<file path="src/rtl/csem_pkg.sv">
// ============================================================================
// csem_pkg: shared types and constants of the subexpression matcher
// Operator codes, fixed field widths, controller state type and the command
// and status bundles between controller and datapath.
// ============================================================================
`default_nettype none

package csem_pkg;

    localparam int OP_W       = 4;
    localparam int SYM_PORT_W = 8;
    localparam int SLOT_W     = 5;

    localparam logic [OP_W-1:0] OP_COPY = 4'd0;
    localparam logic [OP_W-1:0] OP_ADD  = 4'd1;
    localparam logic [OP_W-1:0] OP_MUL  = 4'd2;

    typedef enum logic
    {
        ST_IDLE,
        ST_SCAN
    } csem_state_t;

    // controller -> datapath
    typedef struct packed
    {
        logic load;    // latch the request, start a new scan
        logic step;    // advance the scan by one entry
        logic finish;  // emit the result, append it to the table if not full
    } csem_cmd_t;

    // datapath -> controller
    typedef struct packed
    {
        logic hit;       // entry under compare matches the request
        logic scan_end;  // no stored entry left to read
    } csem_status_t;

endpackage

`default_nettype wire

</file>
<file path="src/rtl/csem_ram.sv">
// ============================================================================
// csem_ram: generic single-write, single-read RAM
// One write port and one read port; the read data is registered.
// ============================================================================
`default_nettype none

module csem_ram #(
    parameter int WIDTH = 28,
    parameter int DEPTH = 32
) (
    input  wire logic                     clk,
    input  wire logic                     wr_en,
    input  wire logic [$clog2(DEPTH)-1:0] wr_addr,
    input  wire logic [WIDTH-1:0]         wr_data,
    input  wire logic                     rd_en,
    input  wire logic [$clog2(DEPTH)-1:0] rd_addr,
    output logic      [WIDTH-1:0]         rd_data
);

    logic [WIDTH-1:0] mem_reg [DEPTH];

    always_ff @(posedge clk)
    begin
        if (wr_en)
        begin
            mem_reg[wr_addr] <= wr_data;
        end
        if (rd_en)
        begin
            rd_data <= mem_reg[rd_addr];
        end
    end

endmodule

`default_nettype wire

</file>
<file path="src/rtl/csem_ctrl.sv">
// ============================================================================
// csem_ctrl: controller of the subexpression matcher
// Accept a request, drive the table scan, stop on the first match or at the
// end of the stored entries.
// ============================================================================
`default_nettype none

module csem_ctrl
    import csem_pkg::*;
(
    input  wire logic         clk,
    input  wire logic         rst_n,
    input  wire logic         start,
    input  wire csem_status_t status,
    output csem_cmd_t         cmd,
    output logic              busy
);

    csem_state_t state_reg;
    csem_state_t state_next;

    always_ff @(posedge clk or negedge rst_n)
    begin
        if (!rst_n)
        begin
            state_reg <= ST_IDLE;
        end
        else
        begin
            state_reg <= state_next;
        end
    end

    always_comb
    begin
        state_next = state_reg;
        cmd        = '0;
        busy       = 1'b1;
        unique case (state_reg)
            ST_IDLE:
            begin
                busy = 1'b0;
                if (start)
                begin
                    cmd.load   = 1'b1;
                    state_next = ST_SCAN;
                end
            end
            ST_SCAN:
            begin
                // stop on the first match, or once nothing is left to read
                if (status.hit || status.scan_end)
                begin
                    cmd.finish = 1'b1;
                    state_next = ST_IDLE;
                end
                else
                begin
                    cmd.step = 1'b1;
                end
            end
            default:
            begin
                state_next = ST_IDLE;
            end
        endcase
    end

endmodule

`default_nettype wire

</file>
<file path="src/rtl/csem_dpath.sv">
// ============================================================================
// csem_dpath: datapath of the subexpression matcher
// Hold the request, read stored entries one per cycle, compare, rewrite,
// append the emitted quadruple if the table has room, register the result.
// ============================================================================
`default_nettype none

module csem_dpath
    import csem_pkg::*;
#(
    parameter int TABLE_DEPTH = 32,
    parameter int SYMBOL_BITS = 8
) (
    input  wire logic                  clk,
    input  wire logic                  rst_n,
    input  wire csem_cmd_t             cmd,
    output csem_status_t               status,
    input  wire logic                  block_start,
    input  wire logic [OP_W-1:0]       op_code,
    input  wire logic [SYM_PORT_W-1:0] first_arg,
    input  wire logic [SYM_PORT_W-1:0] second_arg,
    input  wire logic [SYM_PORT_W-1:0] dest_symbol,
    output logic                       done,
    output logic      [OP_W-1:0]       out_op,
    output logic      [SYM_PORT_W-1:0] out_first,
    output logic      [SYM_PORT_W-1:0] out_second,
    output logic      [SYM_PORT_W-1:0] out_dest,
    output logic                       eliminated,
    output logic      [SLOT_W-1:0]     match_slot,
    output logic                       table_full
);

    localparam int SYM_W   = (SYMBOL_BITS < SYM_PORT_W) ? SYMBOL_BITS : SYM_PORT_W;
    localparam int ENTRY_W = OP_W + 3 * SYM_W;
    localparam int IDX_W   = $clog2(TABLE_DEPTH);
    localparam int CNT_W   = $clog2(TABLE_DEPTH + 1);
    localparam logic [CNT_W-1:0] DEPTH_CNT = CNT_W'(TABLE_DEPTH);

    // request under work
    logic [OP_W-1:0]  q_op_reg;
    logic [SYM_W-1:0] q_a_reg;
    logic [SYM_W-1:0] q_b_reg;
    logic [SYM_W-1:0] q_d_reg;

    // scan control
    logic [CNT_W-1:0] count_reg;
    logic [CNT_W-1:0] count_next;
    logic [CNT_W-1:0] rd_idx_reg;
    logic [CNT_W-1:0] rd_idx_next;
    logic             cmp_valid_reg;
    logic             cmp_valid_next;
    logic [IDX_W-1:0] cmp_idx_reg;
    logic             done_reg;

    // result registers
    logic [OP_W-1:0]       out_op_reg;
    logic [SYM_PORT_W-1:0] out_first_reg;
    logic [SYM_PORT_W-1:0] out_second_reg;
    logic [SYM_PORT_W-1:0] out_dest_reg;
    logic                  elim_reg;
    logic [SLOT_W-1:0]     slot_reg;
    logic                  full_reg;

    logic               issue;
    logic               full;
    logic               commutes;
    logic               hit;
    logic [ENTRY_W-1:0] rd_data;
    logic [OP_W-1:0]    e_op;
    logic [SYM_W-1:0]   e_a;
    logic [SYM_W-1:0]   e_b;
    logic [SYM_W-1:0]   e_d;
    logic [OP_W-1:0]    w_op;
    logic [SYM_W-1:0]   w_a;
    logic [SYM_W-1:0]   w_b;

    assign issue = (rd_idx_reg < count_reg);
    assign full  = (count_reg == DEPTH_CNT);

    assign {e_op, e_a, e_b, e_d} = rd_data;

    assign commutes = (q_op_reg == OP_ADD) || (q_op_reg == OP_MUL);
    assign hit = cmp_valid_reg && (e_op == q_op_reg)
               && (((e_a == q_a_reg) && (e_b == q_b_reg))
                   || (commutes && (e_a == q_b_reg) && (e_b == q_a_reg)));

    assign status.hit      = hit;
    assign status.scan_end = !issue;

    // emitted form: copy of the earlier result on a match
    assign w_op = hit ? OP_COPY : q_op_reg;
    assign w_a  = hit ? e_d : q_a_reg;
    assign w_b  = hit ? '0 : q_b_reg;

    csem_ram #(
        .WIDTH (ENTRY_W),
        .DEPTH (TABLE_DEPTH)
    ) u_table (
        .clk     (clk),
        .wr_en   (cmd.finish && !full),
        .wr_addr (count_reg[IDX_W-1:0]),
        .wr_data ({w_op, w_a, w_b, q_d_reg}),
        .rd_en   (cmd.step && issue),
        .rd_addr (rd_idx_reg[IDX_W-1:0]),
        .rd_data (rd_data)
    );

    always_comb
    begin
        count_next     = count_reg;
        rd_idx_next    = rd_idx_reg;
        cmp_valid_next = cmp_valid_reg;
        if (cmd.load)
        begin
            count_next     = block_start ? '0 : count_reg;
            rd_idx_next    = '0;
            cmp_valid_next = 1'b0;
        end
        else if (cmd.step)
        begin
            rd_idx_next    = rd_idx_reg + CNT_W'(issue);
            cmp_valid_next = issue;
        end
        else if (cmd.finish)
        begin
            cmp_valid_next = 1'b0;
            if (!full)
            begin
                count_next = count_reg + CNT_W'(1);
            end
        end
    end

    always_ff @(posedge clk or negedge rst_n)
    begin
        if (!rst_n)
        begin
            count_reg     <= '0;
            rd_idx_reg    <= '0;
            cmp_valid_reg <= 1'b0;
            done_reg      <= 1'b0;
        end
        else
        begin
            count_reg     <= count_next;
            rd_idx_reg    <= rd_idx_next;
            cmp_valid_reg <= cmp_valid_next;
            done_reg      <= cmd.finish;
        end
    end

    always_ff @(posedge clk)
    begin
        if (cmd.load)
        begin
            q_op_reg <= op_code;
            q_a_reg  <= first_arg[SYM_W-1:0];
            q_b_reg  <= second_arg[SYM_W-1:0];
            q_d_reg  <= dest_symbol[SYM_W-1:0];
        end
        if (cmd.step)
        begin
            cmp_idx_reg <= rd_idx_reg[IDX_W-1:0];
        end
        if (cmd.finish)
        begin
            out_op_reg     <= w_op;
            out_first_reg  <= SYM_PORT_W'(w_a);
            out_second_reg <= SYM_PORT_W'(w_b);
            out_dest_reg   <= SYM_PORT_W'(q_d_reg);
            elim_reg       <= hit;
            slot_reg       <= hit ? SLOT_W'(cmp_idx_reg) : '0;
            full_reg       <= full;
        end
    end

    assign done       = done_reg;
    assign out_op     = out_op_reg;
    assign out_first  = out_first_reg;
    assign out_second = out_second_reg;
    assign out_dest   = out_dest_reg;
    assign eliminated = elim_reg;
    assign match_slot = slot_reg;
    assign table_full = full_reg;

endmodule

`default_nettype wire

</file>
<file path="src/rtl/common_subexpression_matcher.sv">
// ============================================================================
// common_subexpression_matcher: local common-subexpression matcher
// Rewrites a quadruple as a copy when an equal expression is already stored
// in the current basic block, and adds what it emits to the table if not full.
// ============================================================================
//
// A request is taken on a clock edge with start high and busy low. The block
// then reads its stored entries one per cycle from a single-port-read table
// RAM, in storage order, and stops at the first entry with the same operator
// and arguments (swapped arguments also match for add and multiply). busy
// stays high until the scan ends: after the N entries stored before the
// request (N is 0 after block_start and at most TABLE_DEPTH), or when the
// first match is found. The time from one start to the next is thus set
// by the length of the scan. The result appears on the result ports,
// marked by done for exactly one cycle, in the first cycle with busy low
// after the request, and stays there until the next result; the
// receiver cannot hold it off, so capture it on that cycle. Every request
// gives exactly one result. When the table is full the request is still
// matched and answered, but it is not stored and table_full is set. The
// table needs no clearing after reset: only entries below the fill count are
// ever read.
//
`default_nettype none

module common_subexpression_matcher
    import csem_pkg::*;
#(
    parameter int TABLE_DEPTH = 32,
    parameter int SYMBOL_BITS = 8
) (
    input  wire logic                  clk,
    input  wire logic                  rst_n,
    // request
    input  wire logic                  start,
    output logic                       busy,
    input  wire logic                  block_start,
    input  wire logic [OP_W-1:0]       op_code,
    input  wire logic [SYM_PORT_W-1:0] first_arg,
    input  wire logic [SYM_PORT_W-1:0] second_arg,
    input  wire logic [SYM_PORT_W-1:0] dest_symbol,
    // result
    output logic                       done,
    output logic      [OP_W-1:0]       out_op,
    output logic      [SYM_PORT_W-1:0] out_first,
    output logic      [SYM_PORT_W-1:0] out_second,
    output logic      [SYM_PORT_W-1:0] out_dest,
    output logic                       eliminated,
    output logic      [SLOT_W-1:0]     match_slot,
    output logic                       table_full
);

    csem_cmd_t    cmd;
    csem_status_t status;

    // sequencing: accept, scan, emit
    csem_ctrl u_ctrl (
        .clk    (clk),
        .rst_n  (rst_n),
        .start  (start),
        .status (status),
        .cmd    (cmd),
        .busy   (busy)
    );

    // table, compare, rewrite and result registers
    csem_dpath #(
        .TABLE_DEPTH (TABLE_DEPTH),
        .SYMBOL_BITS (SYMBOL_BITS)
    ) u_dpath (
        .clk         (clk),
        .rst_n       (rst_n),
        .cmd         (cmd),
        .status      (status),
        .block_start (block_start),
        .op_code     (op_code),
        .first_arg   (first_arg),
        .second_arg  (second_arg),
        .dest_symbol (dest_symbol),
        .done        (done),
        .out_op      (out_op),
        .out_first   (out_first),
        .out_second  (out_second),
        .out_dest    (out_dest),
        .eliminated  (eliminated),
        .match_slot  (match_slot),
        .table_full  (table_full)
    );

endmodule

`default_nettype wire

</file>
<file path="config.mk">
export PLATFORM = sky130hd
export DESIGN_NAME = common_subexpression_matcher
export DESIGN_NICKNAME = d
export VERILOG_FILES = /design/src/rtl/csem_pkg.sv /design/src/rtl/csem_ram.sv /design/src/rtl/csem_ctrl.sv /design/src/rtl/csem_dpath.sv /design/src/rtl/common_subexpression_matcher.sv
export SDC_FILE = /design/constraint.sdc
export NUM_CORES = 1
export LEC_CHECK = 0
export BUFFER_PORTS_ARGS = -buffer_cell sky130_fd_sc_hd__buf_2
export CAP_MARGIN = 10
export CORE_AREA = 2 2 290 292
export DETAILED_ROUTE_END_ITERATION = 6
export DIE_AREA = 0 0 292 294
export PLACE_DENSITY_LB_ADDON = 0.08
export SKIP_LAST_GASP = 1
export SYNTH_ARGS = -nofsm -noshare
export SYNTH_HDL_FRONTEND = slang
export SYNTH_SLANG_ARGS = --single-unit
</file>
<file path="constraint.sdc">
create_clock -name clk -period 4 [get_ports clk]
set_input_delay 0.8 -clock clk [delete_from_list [all_inputs] [get_ports clk]]
set_output_delay 0.8 -clock clk [all_outputs]
set_load 0.02 [all_outputs]
</file>
==> results.md, run 1 <==
- Gr usage total: 22.36%
- Clock Sinks: 1,007
- Max reg flops: 896
- Fraction of registers with async set/reset: 1.490%
- Slew HR: 20.04%
- Worst-path fanout max: 28
- Setup crit end kind: flip-flop
- Clock Path Buffers: 3
- Gates resized, CTS repair: 0
- Die X: 292 µm
- Post-synth top area cell: edfxtp_1
- Routability cong.: 0.8356
- Setup WS pre-CTS: 0.3908 ns
- Arrival @ worst endpoint: 3.94 ns
- Via density: 5.884
- Clk root buf: clkbuf_16
- Max-Cap Viols: 0
- Status: complete, no violations
- Final Cycle Share: 90.89%
- Vias in the first global route: 18,340
- Post-CTS setup buffer count: 0
- Initial antenna violation count: 16
- Starting DRT DRC Count: 1,913
- Core Area: 82,890 µm²
- Clock power frac: 29.8%
- Slack of the critical path: 0.3643 ns
- Seq cells post-synth: 1,007
- Sequential-to-total area share from yosys stat: 78.29%
- Switching fraction of total power: 28.96%
- Pwr dens: 675.8 nW/µm²
- Worst-margin pin slew: 1.199 ns
- Netlist Area Pre-Place: 38,530 µm²
- Dpl hpwl: 54,260 µm
- # setup viols final: 0
- Register clock-pin slew on the reported worst setup and hold paths: 0.06 ns
- Later-pin clock latency in the skew report: 0.65 ns
- Synth Flop Type: edfxtp_1
- Largest net degree at the start of global routing: 134
- EDFF count, synth: 992
- Initial Util: 46.48%
- Post-synth top cells: edfxtp_1 (992), mux4_2 (280), nand2_1 (106)
- Post-layout net count: 1,883
- Final core utilization: 53.17%
- Syn_nets: 1,705
- Die ar.: 85,850 µm²
- Antenna Nets Post-Route: 0
- Synth top area share: 77.31%
- CP Launch Type: flip-flop
- Worst min-delay path class: in2async
- LEAKAGE: 0.01378 µW
- CTS Buf Count: 102
- Total of fill cells in the finished design: 6,316
- Ratio of cells with drive above 1 in the final layout: 32.01%
- Max Fclk: 0.2751 GHz
- Boundary Pins: 69
- Critical Path RT: 4.31 ns
- Gate power share: 25.4%
- Worst IR drop on VDD: 620.8 µV
- Die Y-Extent: 294 µm
- Hold_buf cts: 0
- Layout area overhead: 14.40%
- CTS tree: built
- Met3 Use GR: 4.630%
- TNS Setup: 0 ns
- First-pass iteration count of the detailed router: 5
- H-tree depth: 3
- Kind of critical path: reg2reg
- Post-Synthesis Cells: 1,662
- P_int: 21,160 µW
- IO Port Bufs: 68
- Switching Power: 8626 µW
- Grt ovf: 0
- Routed WL per cell: 31.19 µm
- Top cells by area, synth: edfxtp_1 (77%), mux4_2 (16%), nand2_1 (1.0%)
- RSZ-0062 raised after global routing: false
- Final wirelength: 93,640 µm
- Syn_area_per_cell: 23.18 µm²
- Fin Clk Skew: 0.02571 ns
- GRT busiest layer: met2
- Total number of vias: 17,670
- Crit path from: u_dpath.q_a_reg[3]
- YS warnings: 0
- Met2 Track Usage GR: 34.55%
- Wire length of the first global-routing pass: 134,900 µm
- Flop pwr share: 44.8%
- DRC errors left: 0
- Count of cell types in the netlist: 40
- Post-layout minimum cycle time: 3.636 ns
- Row count: 106
- Count of pins over their slew limit: 0
- Fin. Hold Viols: 0
- Most frequent cell after synthesis: edfxtp_1
- R2r startpoint: u_dpath.q_a_reg[3]
- M1 GR Usage: 32.59%
## power groups by stage
| stage | logic (µW) | clock network, µW | registers (µW) |
|---|---|---|---|
| after floorplan | 4930 | 0 | 13600 |
| after global placement | 7710 | 0 | 13600 |
| after detailed placement | 7710 | 0 | 13600 |
| after CTS | 7730 | 9090 | 13400 |
| after global routing | 8100 | 9480 | 13400 |
| final | 7560 | 8880 | 13300 |
## stage by stage
step                      instance area [µm²]  power (µW)  instances  hold WS, ns
after floorplan                         38530       18530       1662       0.4382
after global placement                  40960       21270       2815       0.4806
after detailed placement                40960       21300       2815       0.4867
after CTS                               44040       30190       2997      0.04537
after global routing                    44070       31000       3000      0.08422
final                                   44080       29790       3002      0.07864
## cells in the final DEF (no fill, tap or decap), drive strengths merged, types with 2 or more instances in the layout
cell type,count
and3,2
o211ai,3
nor2,35
and2,19
o21ai,3
xor2,8
a21oi,4
dfrtp,15
nor3,3
mux2i,4
inv,17
clkbuf,135
nand2b,4
o31ai,3
clkinv,39
diode,4
buf,151
a31oi,2
ha,11
bufinv,4
nand2,106
edfxtp,992
xnor2,28
nor4,5
mux2,9
nand4,13
mux4,280
nand3,11
## cell type report
| cell class | instances | area [µm²] | share of cell area, % |
|---|---|---|---|
| tap | 1080 | 1351 | 3.066 |
| sequential | 1007 | 30180 | 68.47 |
| clock buffer | 135 | 2739 | 6.214 |
| antenna | 4 | 10.01 | 0.02271 |
| timing repair buffer | 151 | 1171 | 2.657 |
| clock inverter | 47 | 344.1 | 0.7806 |
| inverter | 14 | 52.55 | 0.1192 |
| multi-input combinational | 564 | 8229 | 18.67 |
## metal layers
layer,share of wire [%],wire [µm],vias to the layer above
met5,0.11,106,-
met4,2.3,2139,14
met3,7.3,6856,129
met2,47,43970,598
met1,43,40570,9562
li1,-,-,7362
## critical path, cell delays in order, from the launching register on
cell and delay (ns):
edfxtp_1 0.45, xnor2_1 0.21, nand4_1 0.13, nor4_1 0.49, o2bb2a_4 0.31, a21boi_4 0.26
buf_4 0.39, nand3_2 0.43, nor2_4 0.27, buf_4 0.33
## worst paths after layout
| path | end | slack [ns] | cells after the start |
|---|---|---|---|
| min in group clk | u_dpath.q_a_reg[3] | 0.32 | 1 |
| max in group asynchronous | u_dpath.rd_idx_reg[0] | 3.57 | 1 |
| worst min register to register | u_dpath.rd_idx_reg[5] | 0.50 | 1 |
| worst min-delay path | u_dpath.done | 0.08 | 1 |
| worst max register to register | u_dpath.u_table.mem_reg[13][22] | 0.36 | 9 |
| worst max-delay path | u_dpath.u_table.mem_reg[13][22] | 0.36 | 9 |
## kinds of logic after synthesis
logic type	Yosys count	synth area share [%]
xor gates and xnor gates	36	0.8183
DFF	1007	78.29
muxes	293	16.73
AOI/OAI and AO/OA	23	0.4871
adders and majority gates	11	0.3572
buffers and inverters	91	0.9644
and+or+nand+nor	201	2.354
(Power assumes the default switching activity.)
==> run 2: changes to the inputs <==
REMOVE_ABC_BUFFERS = 1   (was default)
==> run 2 against run 1 <==
Count of clock-buffer cells in the layout fell by 14. Flip-flop and latch count did not move. Core utilization increased by 0.11 points. Clock power rose by 1%. Critical path depth fell by 1. Fmax shrank 0.50%. Combinational power up 4.2%. Non-clock buffer count is 4 higher. Wire length is 3.1% higher. Critical endpoint is now u_dpath.u_table.mem_reg[28][18].
==> results.md, run 2 (synthesis gave the netlist of run 1 again) <==
- CTS tree: built (unchanged)
- Initial Util: 46.48% (unchanged)
- Fin Clk Skew: 0.02002 ns (was 0.02571 ns)
- Layout area overhead: 14.63% (was 14.40%)
- Arrival @ worst endpoint: 4.01 ns (was 3.94 ns)
- Starting DRT DRC Count: 2,029 (was 1,913)
- First-pass iteration count of the detailed router: 6 (was 5)
- Clk root buf: clkbuf_16 (unchanged)
- Die X: 292 µm (unchanged)
- CTS Buf Count: 100 (was 102)
- H-tree depth: 3 (unchanged)
- Worst IR drop on VDD: 460.9 µV (was 620.8 µV)
- Diode count: 0 (was 4)
- TNS Setup: 0 ns (unchanged)
- Initial antenna violation count: 5 (was 16)
- Post-layout minimum cycle time: 3.654 ns (was 3.636 ns)
- Antenna Nets Post-Route: 0 (unchanged)
- DRC errors left: 0 (unchanged)
- Gates resized, CTS repair: 0 (unchanged)
- Post-CTS setup buffer count: 0 (unchanged)
- Routability cong.: 0.8305 (was 0.8356)
- Gate power share: 26.1% (was 25.4%)
- Total number of vias: 17,930 (was 17,670)
- Clock Sinks: 1,007 (unchanged)
- Critical Path RT: 4.36 ns (was 4.31 ns)
- Fin. Hold Viols: 0 (unchanged)
- Final wirelength: 96,550 µm (was 93,640 µm)
- Via density: 5.971 (was 5.884)
- Wire length of the first global-routing pass: 138,400 µm (was 134,900 µm)
- Hold Slack: 0.08121 ns (was 0.07864 ns)
- Grt ovf: 0 (unchanged)
- Vias in the first global route: 18,280 (was 18,340)
- Register clock-pin slew on the reported worst setup and hold paths: 0.06 ns (about the same)
- Switching Power: 8853 µW (was 8626 µW)
- Worst-margin pin slew: 1.177 ns (was 1.199 ns)
- Worst min-delay path class: in2async (unchanged)
- Slew HR: 21.55% (was 20.04%)
- Clock power frac: 29.8% (about the same)
- Clock Path Buffers: 3 (unchanged)
- Hold_buf cts: 0 (unchanged)
- Pwr dens: 683.3 nW/µm² (was 675.8 nW/µm²)
- Switching fraction of total power: 29.33% (was 28.96%)
- CP Launch Type: flip-flop (unchanged)
- IO Port Bufs: 68 (unchanged)
- LEAKAGE: 0.01384 µW (was 0.01378 µW)
- Setup crit end kind: flip-flop (unchanged)
- Die ar.: 85,850 µm² (unchanged)
- Max Fclk: 0.2737 GHz (was 0.2751 GHz)
- Most common cell after layout, fill and taps aside: edfxtp_1 (unchanged)
- Max reg flops: 896 (unchanged)
- Largest net degree at the start of global routing: 136 (was 134)
- Total of fill cells in the finished design: 6,306 (was 6,316)
- Commonest cells after routing, fill and taps aside: edfxtp_1 (992), mux4_2 (280), nand2_1 (106) (unchanged)
- P_int: 21,330 µW (was 21,160 µW)
- Core Area: 82,890 µm² (unchanged)
- Routed WL per cell: 32.15 µm (was 31.19 µm)
- Later-pin clock latency in the skew report: 0.65 ns (about the same)
- Kind of critical path: reg2reg (unchanged)
- Gr usage total: 23.05% (was 22.36%)
- Dpl hpwl: 59,070 µm (was 54,260 µm)
- Row count: 106 (unchanged)
- Status: complete, no violations (unchanged)
- Worst-path fanout max: 22 (was 28)
- Ratio of cells with drive above 1 in the final layout: 32.45% (was 32.01%)
- Flop pwr share: 44.0% (was 44.8%)
- Count of pins over their slew limit: 0 (unchanged)
- Post-layout net count: 1,885 (was 1,883)
- RSZ-0062 raised after global routing: false (unchanged)
- Final Cycle Share: 91.35% (was 90.89%)
- Die Y-Extent: 294 µm (unchanged)
- Max-Cap Viols: 0 (unchanged)
- # setup viols final: 0 (unchanged)
- Boundary Pins: 69 (unchanged)
run 2: per-stage QoR:
step / utilization, % / instances / cell area (µm²) / total power (µW) / setup slack [ns]
after CTS: 53.28 / 3003 / 44170 / 30540 / 0.3856
after floorplan: - / 1585 / 38210 / 18230 / -7.867
after detailed placement: 49.50 / 2820 / 41030 / 21530 / 0.4183
after global routing: 53.28 / 3003 / 44170 / 31360 / 0.2339
after global placement: 49.50 / 2820 / 41030 / 21500 / 0.4856
final: 53.28 / 3003 / 44170 / 30180 / 0.3461
run 2: final cells by class:
class,instances,area [µm²],area share (%)
multi-input cells,564,8232,18.64
repair buffers,155,1219,2.759
inverters,14,52.55,0.1190
flip-flops and latches,1007,30180,68.33
well taps,1080,1351,3.060
clock inverters,62,444.2,1.006
clock buffers,121,2688,6.085
run 2: routing by layer:
metal	share of wire (%)	routed length, µm	vias up	GRT usage [%]
met4	2.4	2275	0	5.934
met5	0	0	-	0
li1	-	-	7351	-
met1	45	43000	9833	34.35
met2	47	45620	621	35.76
met3	5.9	5664	126	3.912
run 2: power groups by stage:
stage | combinational, µW | clock (µW) | sequential, µW
2_1_floorplan | 4040 | 0 | 14200
3_3_place_gp | 8010 | 0 | 13500
3_5_place_dp | 8030 | 0 | 13500
4_1_cts | 8050 | 9200 | 13300
5_1_grt | 8390 | 9610 | 13400
6_report | 7880 | 9000 | 13300
run 2: path summary, 6_finish.rpt:
path / start / to / slack, ns / depth (start not counted)
max in group asynchronous: rst_n / u_dpath.rd_idx_reg[2] / 3.59 / 1
worst max register to register: u_dpath.q_a_reg[5] / u_dpath.u_table.mem_reg[28][18] / 0.35 / 8
worst min-delay path: rst_n / u_dpath.count_reg[0] / 0.08 / 1
min in group clk: dest_symbol[6] / u_dpath.q_d_reg[6] / 0.33 / 1
worst min register to register: u_dpath.cmp_valid_reg / u_dpath.cmp_valid_reg / 0.50 / 2
worst max-delay path: u_dpath.q_a_reg[5] / u_dpath.u_table.mem_reg[28][18] / 0.35 / 8
run 2: critical path: stages, from the launching register on:
cell and delay (ns):
edfxtp_1 0.45, xnor2_1 0.33, nand4_1 0.14, or3_1 0.40, o2bb2a_4 0.34, a21boi_4 0.36, nand3_2 0.41, nor2_4 0.69
buf_12 0.22
